[config.mk]
export PLATFORM = sky130hd
export DESIGN_NAME = gmr_ctrl
export DESIGN_NICKNAME = d
export VERILOG_FILES = /design/src/sv/gmr_pkg.sv /design/src/sv/gmr_ctrl.sv
export VERILOG_INCLUDE_DIRS = /design/src /design/src/sv
export SDC_FILE = /design/constraint.sdc
export NUM_CORES = 1
export LEC_CHECK = 0
export BUFFER_PORTS_ARGS = -buffer_cell sky130_fd_sc_hd__buf_2
export CAP_MARGIN = 20
export CELL_PAD_IN_SITES_DETAIL_PLACEMENT = 0
export CELL_PAD_IN_SITES_GLOBAL_PLACEMENT = 1
export CORE_AREA = 4 4 97 99
export CTS_CLUSTER_DIAMETER = 100
export DETAILED_ROUTE_END_ITERATION = 10
export DIE_AREA = 0 0 101 103
export PLACE_DENSITY = 0.87
export SYNTH_ARGS = -nofsm -noshare
export SYNTH_HDL_FRONTEND = slang
export SYNTH_SLANG_ARGS = --single-unit
[constraint.sdc]
create_clock -name clk -period 2.9 [get_ports clk]
set_input_delay 0.435 -clock clk [delete_from_list [all_inputs] [get_ports clk]]
set_output_delay 0.435 -clock clk [all_outputs]
set_load 0.02 [all_outputs]
[src/sv/gf256_matrix_row_engine_macros.svh]
// Assertion macros used by the GF(256) matrix row engine controller.
// No dependencies; included by files that carry assertions.
`ifndef GF256_MATRIX_ROW_ENGINE_MACROS_SVH
`define GF256_MATRIX_ROW_ENGINE_MACROS_SVH

// Implication checked on every rising clock edge while out of reset.
`define GMR_ASSERT_IMP(label, clk, rst_n, ante, cons, msg) \
  label: assert property (@(posedge clk) disable iff (!rst_n) (ante) |-> (cons)) \
    else $error(msg);

// Next-cycle implication checked while out of reset.
`define GMR_ASSERT_NEXT(label, clk, rst_n, ante, cons, msg) \
  label: assert property (@(posedge clk) disable iff (!rst_n) (ante) |=> (cons)) \
    else $error(msg);

`endif

[src/sv/gmr_pkg.sv]
// Package for the GF(256) matrix row engine: sizes, action codes, command types.
// No dependencies.
package gmr_pkg;

  localparam int MaxRows = 64;
  localparam int MaxCols = 64;
  localparam int RowW = $clog2(MaxRows);
  localparam int ColW = $clog2(MaxCols);
  localparam int AddrW = RowW + ColW;
  localparam int Depth = MaxRows * MaxCols;
  localparam int CntW = 7;

  localparam logic [3:0] ActWrite = 4'd0;
  localparam logic [3:0] ActRead = 4'd1;
  localparam logic [3:0] ActCopy = 4'd2;
  localparam logic [3:0] ActSwapRows = 4'd3;
  localparam logic [3:0] ActSwapCols = 4'd4;
  localparam logic [3:0] ActAxpy = 4'd5;
  localparam logic [3:0] ActAdd = 4'd6;
  localparam logic [3:0] ActScale = 4'd7;
  localparam logic [3:0] ActZero = 4'd8;

  localparam logic [1:0] RegCols = 2'd0;
  localparam logic [1:0] RegRows = 2'd1;
  localparam logic [1:0] RegPoly = 2'd2;

  // Write data selection in the datapath.
  typedef enum logic [2:0] {
    WSEL_VALUE = 3'd0,
    WSEL_RDA   = 3'd1,
    WSEL_HOLD  = 3'd2,
    WSEL_XOR   = 3'd3,
    WSEL_AXPY  = 3'd4,
    WSEL_SCALE = 3'd5,
    WSEL_ZERO  = 3'd6
  } wsel_t;

  // Controller to datapath command.
  typedef struct packed {
    logic [AddrW-1:0] raddr_a;
    logic [AddrW-1:0] raddr_b;
    logic             wen;
    logic [AddrW-1:0] waddr;
    wsel_t            wsel;
    logic             hold_load;
    logic             rd_capture;
  } dp_cmd_t;

  // Shift-add GF(256) product, one dependent step per bit of b.
  function automatic logic [7:0] gf_mul(input logic [7:0] a, input logic [7:0] b,
                                        input logic [7:0] poly);
    logic [7:0] acc;
    logic [7:0] x;
    acc = 8'h00;
    x = a;
    for (int i = 0; i < 8; i++) begin
      if (b[i]) acc = acc ^ x;
      x = x[7] ? ({x[6:0], 1'b0} ^ poly) : {x[6:0], 1'b0};
    end
    return acc;
  endfunction

endpackage

[src/sv/gmr_ctrl.sv]
// Controller: sequences memory accesses for one action and raises the done strobe.
// Depends on gmr_pkg and the assertion macro header.
`include "gf256_matrix_row_engine_macros.svh"
module gmr_ctrl (
  input  logic                         clk,
  input  logic                         rst_n,
  input  logic                         start,
  input  logic [3:0]                   action,
  input  logic [gmr_pkg::RowW-1:0]     dst_row,
  input  logic [gmr_pkg::RowW-1:0]     src_row,
  input  logic [gmr_pkg::ColW-1:0]     col_first,
  input  logic [gmr_pkg::ColW-1:0]     col_second,
  input  logic [7:0]                   value,
  input  logic [gmr_pkg::CntW-1:0]     active_cols,
  input  logic [gmr_pkg::CntW-1:0]     active_rows,
  output logic                         busy,
  output logic                         done,
  output logic [3:0]                   done_action,
  output logic                         out_zero,
  output gmr_pkg::dp_cmd_t             cmd
);

  typedef enum logic [4:0] {
    S_IDLE = 5'b00001,
    S_RUN  = 5'b00010,
    S_SWB  = 5'b00100,
    S_LAST = 5'b01000,
    S_DONE = 5'b10000
  } state_t;

  localparam int IdxW = gmr_pkg::CntW;

  state_t state_r, state_nxt;
  logic [3:0] act_r, act_nxt;
  logic [gmr_pkg::RowW-1:0] dr_r, dr_nxt, sr_r, sr_nxt;
  logic [gmr_pkg::ColW-1:0] c1_r, c1_nxt, c2_r, c2_nxt;
  logic [IdxW-1:0] idx_r, idx_nxt;
  logic [IdxW-1:0] lim_r, lim_nxt;
  logic pend_r, pend_nxt;
  logic [IdxW-1:0] pidx_r, pidx_nxt;
  logic [IdxW-1:0] cols_sat, rows_sat;
  logic is_row_op, is_skip;
  logic [gmr_pkg::RowW-1:0] idx_row, pidx_row;
  logic [gmr_pkg::ColW-1:0] idx_col, pidx_col;

  // Saturate the active counts to the matrix size.
  assign cols_sat = (active_cols > IdxW'(gmr_pkg::MaxCols)) ? IdxW'(gmr_pkg::MaxCols)
                                                              : active_cols;
  assign rows_sat = (active_rows > IdxW'(gmr_pkg::MaxRows)) ? IdxW'(gmr_pkg::MaxRows)
                                                              : active_rows;
  assign idx_row = idx_r[gmr_pkg::RowW-1:0];
  assign idx_col = idx_r[gmr_pkg::ColW-1:0];
  assign pidx_row = pidx_r[gmr_pkg::RowW-1:0];
  assign pidx_col = pidx_r[gmr_pkg::ColW-1:0];

  // Row walks read column idx and write column pidx in the cycle after.
  assign is_row_op = (action == gmr_pkg::ActCopy) || (action == gmr_pkg::ActAxpy) ||
                     (action == gmr_pkg::ActAdd) || (action == gmr_pkg::ActScale) ||
                     (action == gmr_pkg::ActZero) || (action == gmr_pkg::ActSwapRows) ||
                     (action == gmr_pkg::ActSwapCols);
  assign is_skip = ((action == gmr_pkg::ActSwapRows) && (dst_row == src_row)) ||
                   ((action == gmr_pkg::ActSwapCols) && (col_first == col_second)) ||
                   (((action == gmr_pkg::ActAxpy) || (action == gmr_pkg::ActScale)) &&
                    (value == 8'h00));

  // Next-state and command logic.
  always_comb begin
    state_nxt = state_r;
    act_nxt = act_r;
    dr_nxt = dr_r;
    sr_nxt = sr_r;
    c1_nxt = c1_r;
    c2_nxt = c2_r;
    idx_nxt = idx_r;
    lim_nxt = lim_r;
    pend_nxt = 1'b0;
    pidx_nxt = idx_r;
    cmd = '0;
    cmd.wsel = gmr_pkg::WSEL_ZERO;
    case (state_r)
      S_IDLE: begin
        if (start) begin
          act_nxt = action;
          dr_nxt = dst_row;
          sr_nxt = src_row;
          c1_nxt = col_first;
          c2_nxt = col_second;
          idx_nxt = '0;
          lim_nxt = (action == gmr_pkg::ActSwapCols) ? rows_sat : cols_sat;
          if (action == gmr_pkg::ActWrite) begin
            cmd.wen = 1'b1;
            cmd.waddr = {dst_row, col_first};
            cmd.wsel = gmr_pkg::WSEL_VALUE;
            state_nxt = S_DONE;
          end else if (action == gmr_pkg::ActRead) begin
            cmd.raddr_b = {dst_row, col_first};
            state_nxt = S_LAST;
          end else if (is_row_op && !is_skip) begin
            state_nxt = S_RUN;
          end else begin
            state_nxt = S_DONE;
          end
        end
      end
      S_RUN: begin
        // Write back the element read in the previous cycle.
        if (pend_r) begin
          cmd.wen = 1'b1;
          case (act_r)
            gmr_pkg::ActCopy:  begin cmd.waddr = {dr_r, pidx_col}; cmd.wsel = gmr_pkg::WSEL_RDA; end
            gmr_pkg::ActAdd:   begin cmd.waddr = {dr_r, pidx_col}; cmd.wsel = gmr_pkg::WSEL_XOR; end
            gmr_pkg::ActAxpy:  begin cmd.waddr = {dr_r, pidx_col}; cmd.wsel = gmr_pkg::WSEL_AXPY; end
            gmr_pkg::ActScale: begin cmd.waddr = {dr_r, pidx_col}; cmd.wsel = gmr_pkg::WSEL_SCALE; end
            gmr_pkg::ActZero:  begin cmd.waddr = {dr_r, pidx_col}; cmd.wsel = gmr_pkg::WSEL_ZERO; end
            gmr_pkg::ActSwapRows: begin
              cmd.waddr = {dr_r, pidx_col};
              cmd.wsel = gmr_pkg::WSEL_RDA;
              cmd.hold_load = 1'b1;
            end
            gmr_pkg::ActSwapCols: begin
              cmd.waddr = {pidx_row, c1_r};
              cmd.wsel = gmr_pkg::WSEL_RDA;
              cmd.hold_load = 1'b1;
            end
            default: cmd.wen = 1'b0;
          endcase
        end
        if ((act_r == gmr_pkg::ActSwapRows || act_r == gmr_pkg::ActSwapCols) && pend_r) begin
          // Swaps need a second write slot for the held destination octet.
          state_nxt = S_SWB;
          pidx_nxt = pidx_r;
        end else if (idx_r >= lim_r) begin
          state_nxt = S_DONE;
        end else begin
          // Issue reads for the next element.
          if (act_r == gmr_pkg::ActSwapCols) begin
            cmd.raddr_a = {idx_row, c2_r};
            cmd.raddr_b = {idx_row, c1_r};
          end else begin
            cmd.raddr_a = {sr_r, idx_col};
            cmd.raddr_b = {dr_r, idx_col};
          end
          pend_nxt = 1'b1;
          idx_nxt = idx_r + 1'b1;
        end
      end
      S_SWB: begin
        cmd.wen = 1'b1;
        cmd.wsel = gmr_pkg::WSEL_HOLD;
        cmd.waddr = (act_r == gmr_pkg::ActSwapCols) ? {pidx_row, c2_r} : {sr_r, pidx_col};
        state_nxt = S_RUN;
      end
      S_LAST: begin
        cmd.rd_capture = 1'b1;
        state_nxt = S_DONE;
      end
      S_DONE: begin
        state_nxt = S_IDLE;
      end
      default: state_nxt = S_IDLE;
    endcase
  end

  always_ff @(posedge clk) begin
    if (!rst_n) begin
      state_r <= S_IDLE;
      pend_r <= 1'b0;
    end else begin
      state_r <= state_nxt;
      pend_r <= pend_nxt;
    end
    act_r <= act_nxt;
    dr_r <= dr_nxt;
    sr_r <= sr_nxt;
    c1_r <= c1_nxt;
    c2_r <= c2_nxt;
    idx_r <= idx_nxt;
    lim_r <= lim_nxt;
    pidx_r <= pidx_nxt;
  end

  assign busy = (state_r != S_IDLE);
  assign done = (state_r == S_DONE);
  assign done_action = act_r;
  assign out_zero = (act_r != gmr_pkg::ActRead);

  `GMR_ASSERT_IMP(a_no_wr_idle, clk, rst_n, state_r == S_IDLE && !start, !cmd.wen, "write while idle")
  `GMR_ASSERT_NEXT(a_done_idle, clk, rst_n, state_r == S_DONE, state_r == S_IDLE, "done not followed by idle")
  `GMR_ASSERT_NEXT(a_swb_run, clk, rst_n, state_r == S_SWB, state_r == S_RUN, "swap slot not followed by run")
  `GMR_ASSERT_IMP(a_idx_lim, clk, rst_n, state_r == S_RUN, idx_r <= lim_r, "walk index past limit")

endmodule

==> results.md, run 1 <==
- Status: finished clean
- Total congestion overflow: 0
- Via/cell ratio: ~5.5
- Worst hold path type: input pin to register
- Min-Delay Startpoint: col_second[0]
- Post-Synthesis Cell Area: approximately 3300 sq um
- Syn_nets: 386
- DRC viols: 0
- Worst-path clk slew: about 0.1 ns
- Clock Tree Buf Depth: 2
- Initial Util: 38.2%
- Initial antenna violation count: 0
- GPL Wtd Cong: between 0.8 and 0.9
- Site Rows: 34
- Vias in the first global route: 2928
- DIE HEIGHT: about 100 microns
- H-tree levels: 2
- Leakage: roughly 1.7 nW
- CTS tree: yes
- Final Max Tran Viols: 0
- Largest net degree at the start of global routing: 38
- Slew headroom: between 60% and 70%
- Num CTS Buffers: 5
- Min Tclk post-route: between 2 and 3 ns
- Final nets: ~490
- I/O Buffers: ~100
- Worst-case clock skew: 0.0100 ns
- Max-cap viol count: 0
- DRT iter0 DRCs: 148
- Total GRT Usage: approximately 18%
- Layout Area Growth over Synthesis: 23.7%
- Crit Path Class: register to output port
- I/O pin cnt: roughly 100
- Worst-Margin Slew: roughly 0.55 ns
- Critical Path Sink Type: output port
- Clk sinks: 54
- Final wirelength: about 9000 microns
- Synth Register Bits: 54
- Synth Instances: 325
- CTS root buf: clkbuf_8
- P per Cell Area: between 400 and 500 nW/um^2
- Share of cells above drive strength 1: a little over 30%
- Die area: 10400 sq um
- Max IR drop VDD: between 0.0002 and 0.00025 V
- Final core utilization: between 40 and 50%
- DRT Pass-1 Iters: 4
- RSZ-0062 raised after global routing: true
- Core Region: 8550 sq um
- Synth unique cells: just over 50
- Critical Path Start: idx_r[0]
- Vias: around 3000
- Setup-failing EPs final: 0
- Final ANT Viol Nets: 0
- Asr flop ratio synth: 0%
- Critical path arrival: between 2 and 2.5 ns
- Detailed placer's ending HPWL: slightly below 7000 microns
- Tcrit/Tclk final: between 90 and 100%
- Worst skew pair latency: just over 0.3 ns
- Die W: about 100 microns
- CP required: approximately 2.5 ns
- Diode count: 0
- Synth Flop Type: edfxtp_1
- Routed WL per cell: 16.7 microns
- Critical path startpoint category: register
- Warnings from Yosys: 0
- Crit path max fanout: 30
- Setup TNS: 0 ns
- Worst reg2reg startpoint: idx_r[0]
- Post-synth EDFFs: 48
- Sequential area share after synthesis: a little under half
- Hold Vio Cnt, Final: 0
- Hold Buf Count CTS: 0
- Max Freq: around 350 MHz
- First-pass GRT wire length: around 15000 microns
- Avg Inst Size Synth: 10.1 sq um
==> cell type report <==
type / count / area [sq um]
Clock inverter: 2 / 15.0
Sequential cell: 54 / 1560
Multi-Input combinational cell: 244 / 1590
Inverter: 11 / 41.3
Fill cell: 857 / 4510
Timing Repair Buffer: 116 / 631
Clock buffer: 5 / 68.8
Tap cell: 108 / 135
==> worst paths after layout <==
check | endpoint | slack, ns | cells past startpoint
setup / recovery | cmd[29] | 0.06 | 9
hold / removal | c2_r[0] | 0.32 | 1
setup reg to reg | idx_r[0] | 0.62 | 8
hold reg to reg | pidx_r[0] | 0.61 | 1
==> report_power, final <==
group | total [mW] | switching, mW | internal, mW
Combinational | 0.531 | 0.325 | 0.207
Clock | 0.418 | 0.253 | 0.166
Sequential | 1.05 | 0.0757 | 0.978
Total | 2.00 | 0.653 | 1.35
==> Yosys cell counts (4+ instances only) <==
library cell	instances	area share [%]
nand2_1	56	6.4
edfxtp_1	48	44
a21boi_0	24	5.5
a21oi_1	17	2.6
nor2_1	17	2.0
o21ai_0	14	2.1
a22oi_1	12	2.8
o221ai_1	12	3.2
inv_1	10	1.1
xnor2_1	9	2.4
ha_1	8	3.1
xor2_1	8	2.1
buf_2	7	1.1
clkbuf_1	7	0.80
a22o_1	6	1.6
dfxtp_1	6	3.7
nand3_1	5	0.77
nand3b_1	5	1.1
nand2b_1	4	0.77
nand4_1	4	0.77
nor4_1	4	0.77
==> routing by layer <==
layer	wire, microns	track usage [%]	up-vias
li1	-	-	1433
met1	3860	23.5	1413
met2	4270	29.6	120
met3	786	3.99	7
met4	131	5.11	0
met5	0	0	-
==> critical path, cell delays in order (launching register included) <==
cell,delay [ns]
edfxtp_1,0.41
inv_1,0.07
ha_1,0.22
nand2b_1,0.15
a211o_1,0.29
a21oi_1,0.17
o211ai_2,0.11
buf_4,0.25
o21ai_0,0.22
buf_2,0.20
==> metrics by stage <==
stage	hold slack, ns	instances	power, mW	setup WS (ns)	instance area [sq um]
after CTS	0.306	538	2.01	0.0168	4020
after detailed placement	0.575	530	1.60	0.314	3930
after floorplan	0.507	325	1.39	0.157	3270
after global routing	0.303	540	2.12	-0.0239	4040
after global placement	0.555	530	1.58	0.364	3930
final	0.318	540	2.00	0.0640	4040
==> cells in the final DEF (no fill, tap or decap), drive strengths merged, types with 2 or more instances in the layout <==
cell type	netlist	final
a211o	2	2
a211oi	2	2
a21boi	24	24
a21oi	18	18
a22o	6	6
a22oi	12	12
and2	2	2
and3	2	2
buf	9	116
clkbuf	7	5
clkinvlp	0	2
dfxtp	6	6
edfxtp	48	48
ha	8	8
inv	11	11
nand2	56	56
nand2b	5	5
nand3	5	5
nand3b	5	5
nand4	4	4
nand4bb	2	2
nor2	17	17
nor2b	3	3
nor3	5	5
nor4	4	4
nor4b	2	2
o211ai	2	2
o21ai	16	16
o221ai	12	12
or3	3	3
xnor2	9	9
xor2	8	8
==> cell families (layout without fill, tap and decap cells) <==
kind of cell | Yosys count | in the layout | synth area share [%]
compound gates | 99 | 99 | 21.5
xor+xnor | 17 | 17 | 4.56
fa+ha+maj | 8 | 8 | 3.06
buf+inv | 27 | 134 | 3.71
flops | 54 | 54 | 47.8
simple gates | 120 | 120 | 19.4
==> state kept, by name, summed over array words and instances, names as in the netlist, 4 cells and up <==
signal and count:
idx_r 7, lim_r 7, c1_r 6, c2_r 6, dr_r 6, pidx_r 6, sr_r 6, state_r 5
done_action 4
==> timing repair <==
| item | CTS | global route |
|---|---|---|
| pin swaps | 0 | 1 |
| resized for setup | 1 | 3 |
| endpoints found under the setup margin | 3 | 31 |
| endpoints found under the hold margin | 0 | 0 |
| setup buffers | 1 | 2 |
Power figures use the tool's default switching activity.
==> run 2, diff against run 1 <==
--- a/config.mk
+++ b/config.mk
@@ -11,8 +11,8 @@
 export CELL_PAD_IN_SITES_DETAIL_PLACEMENT = 0
 export CELL_PAD_IN_SITES_GLOBAL_PLACEMENT = 1
-export CORE_AREA = 4 4 97 99
+export CORE_AREA = 2 2 95 97
 export CTS_CLUSTER_DIAMETER = 100
 export DETAILED_ROUTE_END_ITERATION = 10
-export DIE_AREA = 0 0 101 103
+export DIE_AREA = 0 0 97 99
 export PLACE_DENSITY = 0.87
 export SYNTH_ARGS = -nofsm -noshare
==> constraint.sdc (replaced) <==
create_clock -name clk -period 2.9 [get_ports clk]
set_input_delay 0.145 -clock clk [delete_from_list [all_inputs] [get_ports clk]]
set_output_delay 0.145 -clock clk [all_outputs]
set_load 0.02 [all_outputs]
==> results.md, run 2 (same netlist as run 1, synthesis figures left out) <==
- Max IR drop VDD: approximately 0.00021 V
- Die W: approximately 97 microns
- Worst-Margin Slew: roughly 0.8 ns
- Worst skew pair latency: just over 0.3 ns
- Multi-input gate area: around 1600 sq um
- Max-cap viol count: 0
- GPL Wtd Cong: between 0.8 and 0.9
- Worst-path clk slew: roughly 0.10 ns
- Diode count: 0
- Slew headroom: 46.0%
- Die area: between 9000 and 10000 sq um
- Worst hold path type: input pin to register
- Largest registers: idx_r x7, lim_r x7
- Critical path startpoint category: register
- Max Freq: 370 MHz
- DRT Pass-1 Iters: 5
- Layout Area Growth over Synthesis: 23.9%
- Total congestion overflow: 0
- Min Hold Slack: around 0.029 ns
- Via/cell ratio: about 5.5
- Worst-case clock skew: 0.0107 ns
- First-pass GRT wire length: between 10000 and 15000 microns
- I/O pin cnt: between 100 and 150
- Clock Tree Buf Depth: 2
- Vias in the first global route: about 2900
- RSZ-0062 raised after global routing: false
- Critical path arrival: between 2 and 3 ns
- Hold Vio Cnt, Final: 0
- Crit path max fanout: 20
- CP required: 2.76 ns
- Setup-failing EPs final: 0
- Min Tclk post-route: between 2 and 3 ns
- Most frequent cells in the layout: 101 x buf_2, 56 x nand2_1, 48 x edfxtp_1
- CTS tree: yes
- Vias: roughly 2900
- Largest stage delay on the critical path: about 0.45 ns
- Final wirelength: a little under 9000 microns
- Critical Path Sink Type: output port
- Largest net degree at the start of global routing: 37
- Core Region: 8550 sq um
- Num CTS Buffers: 5
- Crit path cell chain: inv_1, ha_1, nand2b_1, a211o_1, a21oi_1, o211ai_4, buf_12, o21ai_0, buf_2
- Detailed placer's ending HPWL: 6600 microns
- Final nets: slightly below 500
- P per Cell Area: 512 nW/um^2
- Initial antenna violation count: 0
- Final core utilization: between 40% and 50%
- Commonest non-fill, non-tap cell in the layout: buf_2
- Total GRT Usage: between 10% and 20%
- Initial Util: between 30% and 40%
- DRT iter0 DRCs: around 150
- DIE HEIGHT: 99 microns
- I/O Buffers: 101
- Status: finished clean
- Setup TNS: 0 ns
- DRC viols: 0
- Tcrit/Tclk final: ~93%
- Final ANT Viol Nets: 0
- Slowest cell on the critical path: edfxtp_1
- Fill cells: 852
- Final Max Tran Viols: 0
- Crit Path Class: register to output port
- Leakage: between 1.5 and 2 nW
- Routed WL per cell: about 16 microns
- Register Area: between 1500 and 2000 sq um
- H-tree levels: 2
- Share of cells above drive strength 1: between 30% and 40%
- Clk sinks: 54
- CTS root buf: clkbuf_8
- Site Rows: 34
==> run 2: area by class of cell <==
type                    instances  area share, %
multi-input cells             244           39.4
flip-flops and latches         54           38.6
repair buffers                113           15.0
well taps                     108           3.34
clock buffers                   6           1.79
inverters                      11           1.02
clock inverters                 2          0.927
==> run 2: metrics by stage <==
stage                     power [mW]  instance area, sq um  std cells  setup WS, ns
after global routing            2.19                  4050        538       0.00914
after detailed placement        1.59                  3920        529         0.431
after floorplan                 1.39                  3270        325         0.447
after CTS                       2.10                  4030        537        0.0868
after global placement          1.58                  3920        529         0.562
final                           2.08                  4050        538         0.198
==> run 2: worst paths after layout <==
| kind | from | end | slack [ns] | cells past startpoint |
|---|---|---|---|---|
| setup / recovery | idx_r[0] | cmd[29] | 0.20 | 9 |
| hold / removal | col_second[4] | c2_r[4] | 0.03 | 1 |
| setup reg to reg | idx_r[0] | idx_r[0] | 0.57 | 7 |
| hold reg to reg | idx_r[0] | pidx_r[0] | 0.60 | 0 |
==> run 2: metal layers <==
layer / part of all wire (%) / wire length [microns] / vias to the layer above / global-route usage, %
met3: 8.2 / 719 / 7 / 4.40
met5: 0 / 0 / - / 0
li1: - / - / 1429 / -
met1: 42 / 3670 / 1368 / 23.9
met2: 49 / 4250 / 135 / 31.3
met4: 1.3 / 110 / 0 / 5.74
==> run 2: critical path: cells and delay by family, from the launching register on <==
| family | cells | cell delay, ns |
|---|---|---|
| fa+ha+maj | 1 | 0.28 |
| buf+inv | 3 | 0.47 |
| flops | 1 | 0.45 |
| compound gates | 4 | 0.92 |
| simple gates | 1 | 0.14 |
==> run 2: timing repair <==
action / 4_1_cts / 5_1_grt
endpoints found under the setup margin: 0 / 13
buffers inserted: 0 / 1
gates resized for setup: 0 / 1
hold buffers: 0 / 0
==> run 2: power by group <==
| group | switching (mW) | internal, mW | leakage, nW |
|---|---|---|---|
| clock | 0.241 | 0.258 | 0.0514 |
| combinational | 0.320 | 0.198 | 1.14 |
| sequential | 0.0801 | 0.979 | 0.517 |
| total | 0.641 | 1.43 | 1.71 |
